==> config.mk <==
export PLATFORM = sky130hd
export DESIGN_NAME = gcr_six_and_two_sector_decoder
export DESIGN_NICKNAME = d
export VERILOG_FILES = /design/src/gcr62_pkg.sv /design/src/gcr62_ram.sv /design/src/gcr62_front.sv /design/src/gcr62_out.sv /design/src/gcr_six_and_two_sector_decoder.sv
export VERILOG_INCLUDE_DIRS = /design/src /design/src/src
export SDC_FILE = /design/constraint.sdc
export NUM_CORES = 1
export LEC_CHECK = 0
export BUFFER_PORTS_ARGS = -buffer_cell sky130_fd_sc_hd__buf_2
export CORE_ASPECT_RATIO = 1.25
export CORE_MARGIN = 2
export CORE_UTILIZATION = 65
export CTS_BUF_LIST = sky130_fd_sc_hd__clkbuf_4 sky130_fd_sc_hd__clkbuf_8
export DETAILED_ROUTE_END_ITERATION = 12
export PLACE_DENSITY = 0.84
export SLEW_MARGIN = 20
export SYNTH_ARGS = -nofsm -noshare
export SYNTH_HDL_FRONTEND = slang
export SYNTH_SLANG_ARGS = --single-unit
==> constraint.sdc <==
create_clock -name clk -period 7.4 [get_ports clk]
set_clock_uncertainty 0.15 [all_clocks]
set_input_delay 0.74 -clock clk [delete_from_list [all_inputs] [get_ports clk]]
set_output_delay 0.74 -clock clk [all_outputs]
set_load 0.05 [all_outputs]
==> src/assert_macros.svh <==
// Assertion helpers; both expect signals named clk and rst in scope.
`ifndef ASSERT_MACROS_SVH
`define ASSERT_MACROS_SVH

`ifndef NO_ASSERTIONS
`define ASSERT_CLK(label, prop, msg) \
  label: assert property (@(posedge clk) disable iff (rst) prop) else $error(msg);
`define ASSERT_NEVER(label, cond, msg) \
  label: assert property (@(posedge clk) disable iff (rst) !(cond)) else $error(msg);
`else
`define ASSERT_CLK(label, prop, msg)
`define ASSERT_NEVER(label, cond, msg)
`endif

`endif

==> src/gcr62_pkg.sv <==
package gcr62_pkg;

  localparam int unsigned AUX_DEPTH  = 86;
  localparam int unsigned AUX_WIDTH  = 6;
  localparam int unsigned AUX_ADDR_W = 7;

  localparam logic [8:0] AUX_COUNT    = 9'd86;
  localparam logic [8:0] GROUP1_START = 9'd172;
  localparam logic [8:0] GROUP2_START = 9'd258;
  localparam logic [8:0] DATA_END     = 9'd342;
  localparam logic [8:0] FIELD_DONE   = 9'd343;

  localparam logic [7:0] TABLE_BASE = 8'h90;

  localparam logic KIND_DATA   = 1'b0;
  localparam logic KIND_STATUS = 1'b1;

  localparam logic [1:0] GROUP_LOW  = 2'd0;
  localparam logic [1:0] GROUP_MID  = 2'd1;
  localparam logic [1:0] GROUP_HIGH = 2'd2;

  // 6-and-2 decode for disk bytes 0x90..0xFF; 0xAA -> 0xFE, 0xD5 -> 0xFF
  localparam logic [7:0] SIX_TWO_MAP [0:111] = '{
    8'h00, 8'h00, 8'h00, 8'h00, 8'h00, 8'h00, 8'h00, 8'h01,
    8'h00, 8'h00, 8'h02, 8'h03, 8'h00, 8'h04, 8'h05, 8'h06,
    8'h00, 8'h00, 8'h00, 8'h00, 8'h00, 8'h00, 8'h07, 8'h08,
    8'h00, 8'h00, 8'hFE, 8'h09, 8'h0A, 8'h0B, 8'h0C, 8'h0D,
    8'h00, 8'h00, 8'h0E, 8'h0F, 8'h10, 8'h11, 8'h12, 8'h13,
    8'h00, 8'h14, 8'h15, 8'h16, 8'h17, 8'h18, 8'h19, 8'h1A,
    8'h00, 8'h00, 8'h00, 8'h00, 8'h00, 8'h00, 8'h00, 8'h00,
    8'h00, 8'h00, 8'h00, 8'h1B, 8'h00, 8'h1C, 8'h1D, 8'h1E,
    8'h00, 8'h00, 8'h00, 8'h1F, 8'h00, 8'hFF, 8'h20, 8'h21,
    8'h00, 8'h22, 8'h23, 8'h24, 8'h25, 8'h26, 8'h27, 8'h28,
    8'h00, 8'h00, 8'h00, 8'h00, 8'h00, 8'h29, 8'h2A, 8'h2B,
    8'h00, 8'h2C, 8'h2D, 8'h2E, 8'h2F, 8'h30, 8'h31, 8'h32,
    8'h00, 8'h00, 8'h33, 8'h34, 8'h35, 8'h36, 8'h37, 8'h38,
    8'h00, 8'h39, 8'h3A, 8'h3B, 8'h3C, 8'h3D, 8'h3E, 8'h3F
  };

  // item held between the decode stage and the output register
  typedef struct packed {
    logic       valid;
    logic       kind;
    logic [7:0] value;
    logic [7:0] index;
    logic       ok;
    logic [1:0] group;
  } gcr62_item_t;

endpackage

==> src/gcr62_ram.sv <==
module gcr62_ram #(
  parameter int unsigned WIDTH = 6,
  parameter int unsigned DEPTH = 86
) (
  input  logic                     clk,
  input  logic                     wr_en,
  input  logic [$clog2(DEPTH)-1:0] wr_addr,
  input  logic [WIDTH-1:0]         wr_data,
  input  logic                     rd_en,
  input  logic [$clog2(DEPTH)-1:0] rd_addr,
  output logic [WIDTH-1:0]         rd_data
);

  logic [WIDTH-1:0] mem [0:DEPTH-1];

  always_ff @(posedge clk) begin
    if (wr_en) begin
      mem[wr_addr] <= wr_data;
    end
    if (rd_en) begin
      rd_data <= mem[rd_addr];
    end
  end

endmodule

==> src/gcr62_front.sv <==
module gcr62_front (
  input  logic                              clk,
  input  logic                              rst,
  input  logic [7:0]                        disk_byte,
  input  logic                              field_start,
  input  logic                              in_valid,
  output logic                              in_ready,
  input  logic                              s1_take,
  output gcr62_pkg::gcr62_item_t            s1,
  output logic                              ram_wr_en,
  output logic [gcr62_pkg::AUX_ADDR_W-1:0]  ram_wr_addr,
  output logic [gcr62_pkg::AUX_WIDTH-1:0]   ram_wr_data,
  output logic                              ram_rd_en,
  output logic [gcr62_pkg::AUX_ADDR_W-1:0]  ram_rd_addr
);

  logic [8:0] position;
  logic [8:0] position_next;
  logic [7:0] running_check;
  logic [7:0] running_check_next;

  logic       accept;
  logic [8:0] pos_eff;
  logic [7:0] chk_eff;
  logic [7:0] mapped;
  logic [7:0] chained;
  logic       is_done;
  logic       is_status;
  logic       is_aux;
  logic       is_data;
  logic [1:0] group;
  logic [8:0] group_base;
  logic [8:0] slot_full;
  logic [8:0] index_full;

  assign in_ready = !s1.valid || s1_take;
  assign accept   = in_valid && in_ready;

  always_comb begin
    pos_eff = field_start ? 9'd0 : position;
    chk_eff = field_start ? 8'd0 : running_check;

    if (disk_byte >= gcr62_pkg::TABLE_BASE) begin
      mapped = gcr62_pkg::SIX_TWO_MAP[7'(disk_byte - gcr62_pkg::TABLE_BASE)];
    end else begin
      mapped = 8'd0;
    end
    chained = mapped ^ chk_eff;

    is_done   = pos_eff >= gcr62_pkg::FIELD_DONE;
    is_status = pos_eff == gcr62_pkg::DATA_END;
    is_aux    = pos_eff < gcr62_pkg::AUX_COUNT;
    is_data   = !is_done && !is_status && !is_aux;

    // which two-bit group of the aux word this sector byte uses
    if (pos_eff >= gcr62_pkg::GROUP2_START) begin
      group      = gcr62_pkg::GROUP_HIGH;
      group_base = gcr62_pkg::GROUP2_START;
    end else if (pos_eff >= gcr62_pkg::GROUP1_START) begin
      group      = gcr62_pkg::GROUP_MID;
      group_base = gcr62_pkg::GROUP1_START;
    end else begin
      group      = gcr62_pkg::GROUP_LOW;
      group_base = gcr62_pkg::AUX_COUNT;
    end
    slot_full  = pos_eff - group_base;
    index_full = pos_eff - gcr62_pkg::AUX_COUNT;
  end

  always_comb begin
    position_next      = position;
    running_check_next = running_check;
    if (accept && !is_done) begin
      if (is_status) begin
        position_next = gcr62_pkg::FIELD_DONE;
      end else begin
        position_next      = pos_eff + 9'd1;
        running_check_next = chained;
      end
    end
  end

  assign ram_wr_en   = accept && is_aux;
  assign ram_wr_addr = pos_eff[gcr62_pkg::AUX_ADDR_W-1:0];
  assign ram_wr_data = chained[gcr62_pkg::AUX_WIDTH-1:0];
  assign ram_rd_en   = accept && is_data;
  assign ram_rd_addr = slot_full[gcr62_pkg::AUX_ADDR_W-1:0];

  always_ff @(posedge clk) begin
    if (rst) begin
      position      <= 9'd0;
      running_check <= 8'd0;
      s1.valid      <= 1'b0;
    end else begin
      position      <= position_next;
      running_check <= running_check_next;
      if (accept) begin
        s1.valid <= is_status || is_data;
      end else if (s1_take) begin
        s1.valid <= 1'b0;
      end
    end
    if (accept) begin
      s1.kind  <= is_status ? gcr62_pkg::KIND_STATUS : gcr62_pkg::KIND_DATA;
      s1.value <= is_status ? chk_eff : chained;
      s1.index <= is_status ? 8'd0 : index_full[7:0];
      s1.ok    <= is_status && (mapped == chk_eff);
      s1.group <= group;
    end
  end

endmodule

==> src/gcr62_out.sv <==
module gcr62_out (
  input  logic                            clk,
  input  logic                            rst,
  input  gcr62_pkg::gcr62_item_t          s1,
  input  logic [gcr62_pkg::AUX_WIDTH-1:0] aux_word,
  output logic                            s1_take,
  output logic                            out_valid,
  input  logic                            out_ready,
  output logic                            kind,
  output logic [7:0]                      data_byte,
  output logic [7:0]                      byte_index,
  output logic                            checksum_ok
);

  logic [1:0] pair;
  logic [7:0] assembled;

  assign s1_take = s1.valid && (!out_valid || out_ready);

  always_comb begin
    case (s1.group)
      gcr62_pkg::GROUP_LOW: pair = aux_word[1:0];
      gcr62_pkg::GROUP_MID: pair = aux_word[3:2];
      default:              pair = aux_word[5:4];
    endcase
    // pair bits land swapped in the two low bits
    if (s1.kind == gcr62_pkg::KIND_STATUS) begin
      assembled = s1.value;
    end else begin
      assembled = {s1.value[5:0], pair[0], pair[1]};
    end
  end

  always_ff @(posedge clk) begin
    if (rst) begin
      out_valid <= 1'b0;
    end else if (s1_take) begin
      out_valid <= 1'b1;
    end else if (out_ready) begin
      out_valid <= 1'b0;
    end
  end

  always_ff @(posedge clk) begin
    if (s1_take) begin
      kind        <= s1.kind;
      data_byte   <= assembled;
      byte_index  <= s1.index;
      checksum_ok <= s1.ok;
    end
  end

endmodule

==> src/gcr_six_and_two_sector_decoder.sv <==
// 6-and-2 GCR data-field decoder for 256-byte sectors.
// Input channel (in_valid/in_ready): one disk byte per item, with
// field_start marking the first of the 343 bytes of a data field.
// Output channel (out_valid/out_ready): bytes 0..85 of a field give no
// item; bytes 86..341 each give one decoded sector byte (kind 0) with its
// byte_index; byte 342 gives a status item (kind 1) with the running
// checksum in data_byte and checksum_ok. Bytes after that give nothing
// until the next field_start.
// An accepted input passes through a decode stage that does the table
// lookup, XOR chain and aux RAM access, then an output register. One
// item is taken per cycle unless the receiver stalls; the aux RAM read
// for a sector byte is issued at accept time so its registered data
// meets the item in the second stage.
// Reset clears position, checksum and both pipeline valids; the aux RAM
// is not cleared. When the receiver stalls, the output register and the
// decode stage each hold one item, then in_ready drops.
`include "assert_macros.svh"

module gcr_six_and_two_sector_decoder (
  input  logic       clk,
  input  logic       rst,
  input  logic       in_valid,
  output logic       in_ready,
  input  logic [7:0] disk_byte,
  input  logic       field_start,
  output logic       out_valid,
  input  logic       out_ready,
  output logic       kind,
  output logic [7:0] data_byte,
  output logic [7:0] byte_index,
  output logic       checksum_ok
);

  gcr62_pkg::gcr62_item_t s1;
  logic s1_take;
  logic out_status;

  logic                            ram_wr_en;
  logic [gcr62_pkg::AUX_ADDR_W-1:0] ram_wr_addr;
  logic [gcr62_pkg::AUX_WIDTH-1:0]  ram_wr_data;
  logic                            ram_rd_en;
  logic [gcr62_pkg::AUX_ADDR_W-1:0] ram_rd_addr;
  logic [gcr62_pkg::AUX_WIDTH-1:0]  ram_rd_data;

  gcr62_front u_front (
    .clk         (clk),
    .rst         (rst),
    .disk_byte   (disk_byte),
    .field_start (field_start),
    .in_valid    (in_valid),
    .in_ready    (in_ready),
    .s1_take     (s1_take),
    .s1          (s1),
    .ram_wr_en   (ram_wr_en),
    .ram_wr_addr (ram_wr_addr),
    .ram_wr_data (ram_wr_data),
    .ram_rd_en   (ram_rd_en),
    .ram_rd_addr (ram_rd_addr)
  );

  gcr62_ram #(
    .WIDTH (gcr62_pkg::AUX_WIDTH),
    .DEPTH (gcr62_pkg::AUX_DEPTH)
  ) u_aux_ram (
    .clk     (clk),
    .wr_en   (ram_wr_en),
    .wr_addr (ram_wr_addr),
    .wr_data (ram_wr_data),
    .rd_en   (ram_rd_en),
    .rd_addr (ram_rd_addr),
    .rd_data (ram_rd_data)
  );

  gcr62_out u_out (
    .clk         (clk),
    .rst         (rst),
    .s1          (s1),
    .aux_word    (ram_rd_data),
    .s1_take     (s1_take),
    .out_valid   (out_valid),
    .out_ready   (out_ready),
    .kind        (kind),
    .data_byte   (data_byte),
    .byte_index  (byte_index),
    .checksum_ok (checksum_ok)
  );

  assign out_status = out_valid && (kind == gcr62_pkg::KIND_STATUS);

  // aux writes and reads belong to different field phases
  `ASSERT_NEVER(a_ram_rw_overlap, ram_wr_en && ram_rd_en, "aux RAM read and write in one cycle")

  // a held decode-stage item must not be overwritten
  `ASSERT_CLK(a_s1_hold, s1.valid && !s1_take |=> $stable(s1), "decode item changed while stalled")

  `ASSERT_CLK(a_status_index, out_status |-> byte_index == 8'd0, "status item with nonzero index")

endmodule
==> impl_metrics.tcl <==
set metrics [dict create \
    drv_cap 0 \
    synth_cells 1884 \
    slew-limit-headroom_pct 23.5 \
    fin_ws_ns 1.39 \
    power_density_nw_per_um2 254 \
    worst_pin_slew_ns 1.14 \
    clkSlewWorstSetupHoldPaths_ns 0.07 \
    drive_above_1_share_pct 11.7 \
    hp-class "in2reg" \
    gr-total-overflow 0 \
    cts_setup_buffers 0 \
    period_minus_slack_ns 6.01 \
    io_buffers 32 \
    clockPowerShare_pct 36.7 \
    cts_root_buf "clkbuf_8" \
    slowest_delay_ns 1.03 \
    ys_seq_elements 579 \
    core_um2 37400 \
    fin_area_um2 26900 \
    start_util_pct 66.2 \
    cts-resized-gates 0 \
    die_w_um 178 \
    reg2reg_depth 14 \
    cts_tree "done" \
    crit_arrival_ns 6.27 \
    numCtsBuffers 83 \
    grt_pass1_vias 16535 \
    hold_ws_ns 0.239 \
    drtIter0Drc 2382 \
    wl_um 64900 \
    synth.cell_area_um2 24700 \
    dieHeight_um 222 \
    rows 79 \
    final_nets 1938 \
    swShare_pct 24.3 \
    cp.required_ns 7.66 \
    hold_start "in_valid" \
    fmax_mhz 166 \
    place_area_um2 25300 \
    drt-wirelength-per-cell_um 26.4 \
    worstHoldPathCells 3 \
    vias 16868 \
    synth_cell_types 72 \
    finalMaxSlewViolations 0 \
    via_per_inst 6.87 \
    area_growth_pct 8.75 \
    cts_buffer_depth 3 \
    drc 0 \
    hpwl_um 41500 \
    syn_avg_cell_area_um2 13.1 \
    antenna_found_initial 2 \
    p_leak_nw 8.86 \
    detail-route-antenna-nets 0 \
    dr.pass1.iters 6 \
    status "finished, final reports clean" \
    path_max_fanout 18 \
    yosysWarnings 0 \
    power.internal_w 0.00517 \
    p_comb_share_pct 8.8 \
    p_switching_w 0.00166 \
    final_cells 2455 \
    gp_congestion 1.04 \
    syn-num-nets 1911 \
    critPathSlowestCell "fa_1" \
    path_class "reg2reg" \
    fin_crit_sh_pct 81.2 \
    place_inst 2312 \
    critPathLaunch "u_front.position[4]" \
    async_reset_ff_share_pct 0 \
    ir_drop_uv 244 \
    pwr-share-seq_pct 54.5 \
    clk_latency_ns 0.69 \
    rsz0062_at_grt "no" \
    synth_edf_count 560 \
    reg2reg_from "u_front.position[4]" \
    dieArea_um2 39600 \
    crit_chain "or4_1, o21a_4, o21ai_4, inv_1, fa_1, and3b_1, nand2_1, nor2_1, nand2_1, a21oi_1, or4_1, nor4_1, or3_1, and4_1" \
    hold_viol 0 \
    cts.htree.levels 3 \
    grt_max_degree 138 \
    grt_pass1_wl_um 98100 \
    fin_tns_setup_ns 0 \
    crit_path_end_kind "register" \
    grt_use_total_pct 33.5 \
    start_kind "register" \
    io_pins 33 \
    cts_hold_buf 0 \
    clock_sinks 579 \
    post-place-ws_ns 1.30 \
    synth-main-ff-cell "edfxtp_1" \
    synth_seq_area_share_pct 69.6 \
    setup_violations 0 \
]
## power by group through the flow
stage                     registers, W  logic (W)  clock network (W)
after global placement         0.00379   0.000563                  0
after CTS                      0.00373   0.000582            0.00251
after detailed placement       0.00380   0.000581                  0
final                          0.00373   0.000598            0.00251
after global routing           0.00373   0.000632            0.00264
after floorplan                0.00380   0.000360                  0
## registers in the layout (all words and copies together) (netlist names)
signal                 cells
u_front.running_check      8
u_front.position           9
u_front.s1                21
u_out.kind                 1
u_aux_ram.rd_data          6
u_out.byte_index           8
u_out.data_byte            8
u_out.out_valid            1
u_out.checksum_ok          1
u_aux_ram.mem            516
## per-layer routing
layer	up-vias	global-route usage, %	share of wire (%)
li1	7198	-	-
met1	8155	42.6	35
met2	1246	53.5	48
met3	269	7.22	11
met4	0	19.2	6.3
met5	-	0	0
## placed cells by master (no fill, tap or decap), types with 7 or more instances in the layout
master,synthesis,final
buf_2,14,32
xnor2_1,17,14
o211ai_1,10,10
nor3_1,36,36
buf_4,7,25
nor2_1,183,183
mux2i_1,62,62
a31oi_1,23,23
o22ai_1,31,31
mux4_2,17,17
clkbuf_8,0,85
nand4_1,13,13
a32oi_1,23,23
a21oi_1,80,80
edfxtp_1,560,560
or3_1,14,14
nand2b_1,23,23
a311oi_1,7,7
nand2_1,304,303
clkinv_1,0,14
mux2_2,11,11
nor2b_1,19,18
xor2_1,10,9
clkbuf_4,0,27
nor4_1,19,18
a211oi_1,19,19
nand3_1,69,69
o2111ai_1,15,15
inv_1,21,17
ha_1,13,13
dfxtp_1,19,19
o21ai_0,30,30
o311ai_0,7,7
## path summary, 6_finish.rpt
kind / endpoint / slack [ns]
hold reg to reg: u_out.byte_index[1] / 0.27
setup reg to reg: u_aux_ram.rd_data[2] / 1.39
setup / recovery: u_aux_ram.rd_data[2] / 1.39
hold / removal: u_front.s1[20] / 0.24
## Yosys cell counts, drive strengths merged (15+ instances only)
cell type	number	area (um2)
nor2b	19	119
o22ai	31	194
o2111ai	15	131
a21oi	80	400
mux4	17	383
a31oi	23	144
nand3	69	345
nand2	304	1140
mux2i	62	621
nor2	184	698
edfxtp	560	16800
o21ai	34	181
nor4	19	119
dfxtp	19	380
xnor2	17	149
a32oi	23	201
inv	22	82.6
buf	31	168
nand2b	23	144
a211oi	19	143
clkbuf	85	319
nor3	37	196
## cell families after synthesis
group,after synthesis,share of synthesized area [%]
AND/OR/NAND/NOR,715,12.9
flip-flops,579,69.6
AO/OA/AOI/OAI,321,9.02
buffers and inverters,138,2.30
multiplexers,90,4.56
XOR/XNOR,27,0.957
adder cells (fa/ha/maj),14,0.739
## through the flow
step	total power, W	utilization [%]
after floorplan	0.00416	-
after global placement	0.00436	67.6
after detailed placement	0.00438	67.6
after CTS	0.00682	71.9
after global routing	0.00700	71.9
final	0.00683	72.0
## final cells by class
class,count,area [um2]
multi-input combinational,1167,7010
timing repair buffer,58,368
clock buffer,112,1370
inverter,22,85.1
sequential,579,17200
antenna,2,5.00
clock inverter,29,241
tap,486,608
fill,2385,10500
## critical path, delay by kind of cell (launching register included)
kind	cells	cell delay, ns
flops	1	0.48
buf+inv	1	0.29
fa+ha+maj	1	1.03
simple gates	9	2.92
compound gates	3	0.90
(Power assumes the default switching activity.)
